<file path="src/hdl/lru_key_value_cache_assert.svh">
// assertion macros for the lru key-value cache
// used by lru_key_value_cache.sv, expects clk and rst in scope
`ifndef LRU_KEY_VALUE_CACHE_ASSERT_SVH
`define LRU_KEY_VALUE_CACHE_ASSERT_SVH
`ifndef SYNTHESIS
// condition holds at every clock edge out of reset
`define LKV_ASSERT_ALWAYS(label, expr, msg) \
  label: assert property (@(posedge clk) disable iff (rst) (expr)) else $error(msg);
// consequent holds in the same cycle as the antecedent
`define LKV_ASSERT_IMPL(label, ante, cons, msg) \
  label: assert property (@(posedge clk) disable iff (rst) (ante) |-> (cons)) else $error(msg);
// consequent holds in the cycle after the antecedent
`define LKV_ASSERT_NEXT(label, ante, cons, msg) \
  label: assert property (@(posedge clk) disable iff (rst) (ante) |=> (cons)) else $error(msg);
`else
`define LKV_ASSERT_ALWAYS(label, expr, msg)
`define LKV_ASSERT_IMPL(label, ante, cons, msg)
`define LKV_ASSERT_NEXT(label, ante, cons, msg)
`endif
`endif

</file>
<file path="src/hdl/lkv_pkg.sv">
// shared types and constants for the lru key-value cache
// no dependencies
`timescale 1ns / 1ps
package lkv_pkg;

  localparam int KEY_W = 32;
  localparam int VAL_W = 32;
  localparam int CAP_W = 5;

  localparam logic ACT_GET = 1'b0;
  localparam logic ACT_PUT = 1'b1;

  localparam logic [CAP_W-1:0] CAP_RESET  = 5'd16;
  localparam logic [VAL_W-1:0] MISS_VALUE = 32'hFFFF_FFFF;
  localparam logic [VAL_W-1:0] PUT_VALUE  = 32'h0000_0000;

  // update broadcast to every entry
  typedef struct packed {
    logic             touch;
    logic             wr_key;
    logic             wr_val;
    logic [KEY_W-1:0] key;
    logic [VAL_W-1:0] value;
  } lkv_cmd_t;

endpackage

</file>
<file path="src/hdl/lkv_entry.sv">
// one entry of the cache: key compare, stored value and recency rank
// depends on lkv_pkg
`timescale 1ns / 1ps
module lkv_entry
  import lkv_pkg::*;
#(
  parameter int RANK_W = 4,
  parameter int THR_W  = 5
) (
  input  logic              clk,
  input  logic              rst,
  input  lkv_cmd_t          cmd,
  input  logic              sel,
  input  logic [THR_W-1:0]  thresh,
  output logic              match,
  output logic              valid,
  output logic [RANK_W-1:0] rank,
  output logic [VAL_W-1:0]  value
);

  logic [KEY_W-1:0] key;

  assign match = valid && (key == cmd.key);

  always_ff @(posedge clk) begin
    if (rst) begin
      valid <= 1'b0;
      rank  <= '0;
    end else if (cmd.touch) begin
      if (sel) begin
        valid <= 1'b1;
        rank  <= '0;
      end else if (valid && (THR_W'(rank) < thresh)) begin
        // more recent than the touched entry, ages by one
        rank <= rank + RANK_W'(1);
      end
    end
  end

  always_ff @(posedge clk) begin
    if (cmd.touch && sel && cmd.wr_key) begin
      key <= cmd.key;
    end
    if (cmd.touch && sel && cmd.wr_val) begin
      value <= cmd.value;
    end
  end

endmodule

</file>
<file path="src/hdl/lru_key_value_cache.sv">
// top level of the fully associative lru key-value cache
// depends on lkv_pkg, lkv_entry and lru_key_value_cache_assert.svh
//
// usage
//   input channel in_valid / in_ready carries one item: action (0 get, 1 put),
//   lookup_key and write_value. output channel out_valid / out_ready carries
//   one result item per input item: hit and read_value.
//   cfg_wr_en / cfg_wr_data write the capacity register; write only while idle.
// pipeline and throughput
//   an accepted item is held in the input register, where all entries compare
//   in parallel and ranks update; its result is then written to the output
//   register, which raises out_valid, unless a held result stalls it there.
//   one item per cycle sustained while out_ready stays high, as the key compare
//   and rank update across the entry array are done in the input register stage.
// reset
//   synchronous rst clears all entry valid marks, ranks and occupancy, and sets
//   capacity to 16; stored keys and values are left as they were.
// stalls
//   while out_ready is low a held result blocks the input register; in_ready
//   drops only once both the input register and the output register are full.
`timescale 1ns / 1ps
`include "lru_key_value_cache_assert.svh"
module lru_key_value_cache
  import lkv_pkg::*;
#(
  parameter int DEPTH = 16
) (
  input  logic                    clk,
  input  logic                    rst,
  input  logic                    cfg_wr_en,
  input  logic [CAP_W-1:0]        cfg_wr_data,
  input  logic                    in_valid,
  output logic                    in_ready,
  input  logic                    action,
  input  logic signed [KEY_W-1:0] lookup_key,
  input  logic signed [VAL_W-1:0] write_value,
  output logic                    out_valid,
  input  logic                    out_ready,
  output logic                    hit,
  output logic signed [VAL_W-1:0] read_value
);

  // rank holds 0..DEPTH-1, occupancy and thresholds hold 0..DEPTH
  localparam int RW = (DEPTH > 1) ? $clog2(DEPTH) : 1;
  localparam int OW = $clog2(DEPTH + 1);

  // configuration
  logic [CAP_W-1:0] capacity;
  logic [OW-1:0]    eff_cap;

  // input register
  logic             s1_v;
  logic             s1_action;
  logic [KEY_W-1:0] s1_key;
  logic [VAL_W-1:0] s1_val;

  // cache state outside the entries
  logic [OW-1:0] occupancy;

  // entry array
  lkv_cmd_t        cmd;
  logic [DEPTH-1:0] target;
  logic [OW-1:0]    thresh;
  logic [DEPTH-1:0] match;
  logic [DEPTH-1:0] valid;
  logic [DEPTH-1:0] victim;
  logic [DEPTH-1:0] free_slot;
  logic [RW-1:0]    rank  [DEPTH];
  logic [VAL_W-1:0] value [DEPTH];

  // lookup result
  logic          proc;
  logic          found;
  logic          is_put;
  logic          full;
  logic          insert;
  logic [OW-1:0] occ_m1;
  logic [RW-1:0]    hit_rank;
  logic [VAL_W-1:0] hit_val;
  logic [VAL_W-1:0] res_val;

  // capacity register, zero means one and anything above the array saturates
  always_ff @(posedge clk) begin
    if (rst) begin
      capacity <= CAP_RESET;
    end else if (cfg_wr_en) begin
      capacity <= cfg_wr_data;
    end
  end

  always_comb begin
    if (32'(capacity) > DEPTH) begin
      eff_cap = OW'(DEPTH);
    end else if (capacity == '0) begin
      eff_cap = OW'(1);
    end else begin
      eff_cap = OW'(capacity);
    end
  end

  // handshake: the input register drains whenever the result register can take
  assign proc     = s1_v && (!out_valid || out_ready);
  assign in_ready = !s1_v || proc;

  always_ff @(posedge clk) begin
    if (rst) begin
      s1_v <= 1'b0;
    end else if (in_ready) begin
      s1_v <= in_valid;
    end
  end

  always_ff @(posedge clk) begin
    if (in_valid && in_ready) begin
      s1_action <= action;
      s1_key    <= $unsigned(lookup_key);
      s1_val    <= $unsigned(write_value);
    end
  end

  // entries
  for (genvar i = 0; i < DEPTH; i++) begin : g_entry
    lkv_entry #(
      .RANK_W (RW),
      .THR_W  (OW)
    ) u_entry (
      .clk    (clk),
      .rst    (rst),
      .cmd    (cmd),
      .sel    (target[i]),
      .thresh (thresh),
      .match  (match[i]),
      .valid  (valid[i]),
      .rank   (rank[i]),
      .value  (value[i])
    );
    // ranks of valid entries are 0..occupancy-1, so the oldest has the top one
    assign victim[i]    = valid[i] && (OW'(rank[i]) == occ_m1);
    // valid entries always fill from slot zero upwards
    assign free_slot[i] = (occupancy == OW'(i));
  end

  assign occ_m1 = occupancy - OW'(1);
  assign found  = |match;
  assign is_put = (s1_action == ACT_PUT);
  assign full   = (occupancy >= eff_cap);

  // keys are unique among valid entries, so at most one match to merge
  always_comb begin
    hit_rank = '0;
    hit_val  = '0;
    for (int i = 0; i < DEPTH; i++) begin
      hit_rank = hit_rank | (rank[i] & {RW{match[i]}});
      hit_val  = hit_val | (value[i] & {VAL_W{match[i]}});
    end
  end

  // update command: the target becomes most recent, entries with a rank
  // below the threshold age by one
  always_comb begin
    cmd        = '0;
    cmd.key    = s1_key;
    cmd.value  = s1_val;
    target     = '0;
    thresh     = '0;
    insert     = 1'b0;
    if (proc) begin
      if (found) begin
        cmd.touch  = 1'b1;
        cmd.wr_val = is_put;
        target     = match;
        thresh     = OW'(hit_rank);
      end else if (is_put) begin
        cmd.touch  = 1'b1;
        cmd.wr_key = 1'b1;
        cmd.wr_val = 1'b1;
        if (full) begin
          // replace the least recent entry
          target = victim;
          thresh = occ_m1;
        end else begin
          // new entry in the next free slot, every valid entry ages
          target = free_slot;
          thresh = occupancy;
          insert = 1'b1;
        end
      end
    end
  end

  always_ff @(posedge clk) begin
    if (rst) begin
      occupancy <= '0;
    end else if (insert) begin
      occupancy <= occupancy + OW'(1);
    end
  end

  // result register
  always_comb begin
    if (is_put) begin
      res_val = PUT_VALUE;
    end else if (found) begin
      res_val = hit_val;
    end else begin
      res_val = MISS_VALUE;
    end
  end

  always_ff @(posedge clk) begin
    if (rst) begin
      out_valid <= 1'b0;
    end else if (proc) begin
      out_valid <= 1'b1;
    end else if (out_ready) begin
      out_valid <= 1'b0;
    end
  end

  always_ff @(posedge clk) begin
    if (proc) begin
      hit        <= found;
      read_value <= $signed(res_val);
    end
  end

  // checks
  `LKV_ASSERT_ALWAYS(a_unique_match, $onehot0(match), "more than one entry matched")
  `LKV_ASSERT_ALWAYS(a_occ_count, $countones(valid) == occupancy, "occupancy mismatch")
  `LKV_ASSERT_IMPL(a_one_victim, proc && is_put && !found && full, $onehot(victim), "no victim")
  `LKV_ASSERT_NEXT(a_insert_grows, insert, occupancy == $past(occupancy) + OW'(1), "no growth")
  `LKV_ASSERT_IMPL(a_stall_cause, !in_ready, s1_v && out_valid && !out_ready, "bad stall")

endmodule
</file>
<file path="config.mk">
export PLATFORM = sky130hd
export DESIGN_NAME = lru_key_value_cache
export DESIGN_NICKNAME = d
export VERILOG_FILES = /design/src/hdl/lkv_pkg.sv /design/src/hdl/lkv_entry.sv /design/src/hdl/lru_key_value_cache.sv
export VERILOG_INCLUDE_DIRS = /design/src /design/src/hdl
export SDC_FILE = /design/constraint.sdc
export NUM_CORES = 2
export LEC_CHECK = 0
export BUFFER_PORTS_ARGS = -buffer_cell sky130_fd_sc_hd__buf_2
export CORE_UTILIZATION = 59
export CTS_CLUSTER_DIAMETER = 200
export CTS_CLUSTER_SIZE = 25
export DETAILED_ROUTE_END_ITERATION = 6
export PLACE_DENSITY = 0.84
export SLEW_MARGIN = 0
export SYNTH_ARGS = -nofsm -noshare
export SYNTH_HDL_FRONTEND = slang
export SYNTH_SLANG_ARGS = --single-unit
</file>
<file path="constraint.sdc">
create_clock -name clk -period 7.7 [get_ports clk]
set_input_delay 0.77 -clock clk [delete_from_list [all_inputs] [get_ports clk]]
set_output_delay 0.77 -clock clk [all_outputs]
set_load 0.05 [all_outputs]
</file>
==> run metrics <==
status completed; Hold Path Depth 1; Async SR Flop Fraction 0%; die span in x 299 um; I/O Pins 110; full die area 89500 um^2; first-pass GRT wire length 209000 um; GRT Resource Usage Total 31.7%; Final Skew 0.0305 ns; critical path type reg2reg; Skew-Pair Late Insertion Delay 0.68 ns; synth-to-layout area growth 7.63%; worst slew pin tran 1.31 ns; Final Instance Area 56100 um^2; peak supply drop 0.000219 V; largest fanout on the critical path 30; predominant post-synthesis flop cell edfxtp_1; simple-gate share of the synthesized area 9.82%; CTS Hold Buffers Added 0; initial antenna violation count 1; Crit path required time 8.27 ns; final hold vios 0; Power Dens Cells 201 nW/um^2; CTS root buffer clkbuf_16; largest family of logic cells by synthesized area simple AND/OR/NAND/NOR gates; post-route ant nets 0; Antenna Cells 0; Mapped Cells 3545; Worst Hold Path EP s1_val[6]; final setup fails 0; synth unique cells 77; EDFF count, synth 1122; largest net degree at the start of global routing 62; xor/xnor cell area share of the yosys netlist 9.34%; Post-Syn Area per Cell 14.7 um^2; Port Buf Inserts 109; Initial Util 59.8%; hold crit path type in2reg; Placed Cells 4774; post-route insts no fill 4876; area of the multi-input gates 15800 um^2; via/cell ratio 6.83; Leak Pwr 17.6 nW; postcts setup bufs 0; sequential fraction of the synthesis area 68.2%; clock tree buffer depth 3; placed cell areas 54500 um^2; hold wc startpoint write_value[6]; R2R Setup Slk 1.55 ns; WL/cell 29.4 um; Rows 108; Remaining Overflow, GRT 0; max-cap violations 0; DRT Wirelength 143000 um; CTS tree built; vias in the first global route 32200; Core Footprint 87200 um^2; Netlist Area Pre-Place 52100 um^2; cts bufs inserted 54; fmax 162 MHz; Clock Sinks 1214; gpl congestion 1.01; Worst slew margin 11.8%; setup TNS 0 ns; nets 3825; reg2reg start s1_key[8]; layout cell share with drive strength beyond 1 10.2%; fin. max-slew vios 0; R2R cell count 17; Yosys warning count 0; Die Y-Extent 299 um; fill count 5904; dpl hpwl 89000 um; unrepaired setup endpoints after global routing false; DRT iter0 DRCs 4798; Total Power 11.3 mW; Worst R2R End g_entry[9].u_entry.rank[0]; Seq cells post-synth 1214; portion of netlist area occupied by mux cells 0.720%; DRT Pass-1 Iters 7; Adder-Cell Fraction of Synth Area 1.80%; complex-gate fraction of the synthesized area 8.08%; H-tree Lvls 2; fin util 64.3%; DR vias 33300; synthesized net count 3695; arrival time worst endpoint 6.72 ns; register area 35500 um^2; Final Cycle Share 79.9%; Clock transition at path regs 0.10 ns; # DRC 0; startpoint types flip-flop; PostCTS Resize Cnt 0; critical path endpoint category flip-flop; crit path time final 6.15 ns
## worst max-delay path, cell delays in order, from the launching register on
cell	delay, ns
edfxtp_1	0.82
buf_4	0.33
xnor2_1	0.17
nand4_1	0.11
or4_1	0.53
nor4_4	0.90
buf_4	0.60
a22o_1	0.24
a221oi_1	0.05
nand4_1	0.13
o21ai_1	0.22
buf_4	0.31
ha_1	0.30
a21oi_1	0.14
nor2b_1	0.06
o41ai_1	0.60
nand3_1	0.23
mux2_2	0.31
## routing by layer
| layer | part of all wire, % | GRT usage (%) | up-vias |
|---|---|---|---|
| met5 | 0.0077 | 0 | - |
| met1 | 37 | 44.2 | 16300 |
| met4 | 4.3 | 12.1 | 2 |
| met3 | 13 | 6.98 | 417 |
| li1 | - | - | 14000 |
| met2 | 45 | 48.9 | 2562 |
## stage by stage
| step | hold slack, ns | setup slack [ns] |
|---|---|---|
| after CTS | 0.247 | 1.67 |
| final | 0.271 | 1.55 |
| after global routing | 0.250 | 1.34 |
| after detailed placement | 0.517 | 1.76 |
| after global placement | 0.485 | 1.88 |
| after floorplan | 0.461 | 0.881 |
## power by group
group          leakage (nW)  switching, mW  internal, mW
clock network         0.751           1.98          1.36
registers              10.9         0.0854          7.23
logic                  5.92          0.435         0.204
## Yosys cell counts, types with 17 or more instances
cell	number	share of area, %
a21oi_1	86	0.83
a221oi_1	131	2.2
a22o_1	130	2.2
a22oi_1	17	0.24
a31oi_1	27	0.32
and3_1	65	0.78
buf_1	17	0.12
buf_2	34	0.33
buf_4	24	0.35
clkbuf_1	73	0.53
dfxtp_1	92	3.5
edfxtp_1	1122	65
ha_1	75	1.8
inv_1	62	0.45
mux2i_1	24	0.46
nand2_1	108	0.78
nand2b_1	102	1.2
nand3_1	75	0.72
nand4_1	207	2.5
nor2_1	112	0.81
nor2b_1	25	0.30
nor3_1	53	0.51
nor4_1	61	0.73
o21ai_0	41	0.39
xnor2_1	451	7.6
xor2_1	103	1.7
## placed cells by master, fill, tap and decap left out, types with 27 or more instances in the layout
cell type | synthesis | final
xnor2_1 | 451 | 450
a221oi_1 | 131 | 131
ha_1 | 75 | 75
xor2_1 | 103 | 102
nor2_1 | 112 | 77
nand4_1 | 207 | 207
nand3_1 | 75 | 74
o21ai_0 | 41 | 38
buf_2 | 34 | 109
a31oi_1 | 27 | 27
and3_1 | 65 | 60
buf_4 | 24 | 123
clkbuf_16 | 0 | 54
a21oi_1 | 86 | 86
clkbuf_1 | 73 | 44
edfxtp_1 | 1122 | 1122
nor3_1 | 53 | 53
a22o_1 | 130 | 130
nor4_1 | 61 | 61
nand2b_1 | 102 | 102
dfxtp_1 | 92 | 92
nand2_1 | 108 | 107
inv_1 | 62 | 62
## area by class of cell
cell class                      count  area share, %
Clock buffer                       98           2.70
Sequential cell                  1214           63.4
Timing Repair Buffer              235           2.73
Multi-Input combinational cell   2108           28.1
Inverter                           62          0.415
Tap cell                         1155           2.58
Clock inverter                      4          0.129
## kinds of logic after synthesis
| family | Yosys count |
|---|---|
| adders and majority gates | 75 |
| xor gates and xnor gates | 555 |
| buffers and inverters | 223 |
| muxes | 36 |
| and+or+nand+nor | 898 |
| DFF | 1214 |
| AOI/OAI and AO/OA | 544 |
## registers in the layout, indices dropped and copies added (netlist names)
name and count:
g_entry.u_entry.valid 16, g_entry.u_entry.value 512, hit 1, occupancy 5, is_put 1, g_entry.u_entry.rank 64, read_value 32, capacity 5
s1_key 32, s1_v 1, g_entry.u_entry.key 512, out_valid 1, s1_val 32
## worst max path at each step
stage	from	slack [ns]	cells past startpoint	to
floorplan	occupancy[0]	0.88	14	g_entry[9].u_entry.value[0]
global placement	s1_key[20]	1.88	14	g_entry[13].u_entry.value[15]
detailed placement	s1_key[8]	1.76	18	g_entry[15].u_entry.rank[1]
CTS	s1_key[8]	1.67	18	g_entry[15].u_entry.rank[1]
global route	s1_key[8]	1.34	18	g_entry[15].u_entry.rank[1]
finish	s1_key[8]	1.55	17	g_entry[9].u_entry.rank[0]
Note: power is estimated with default switching activity, not from simulation.
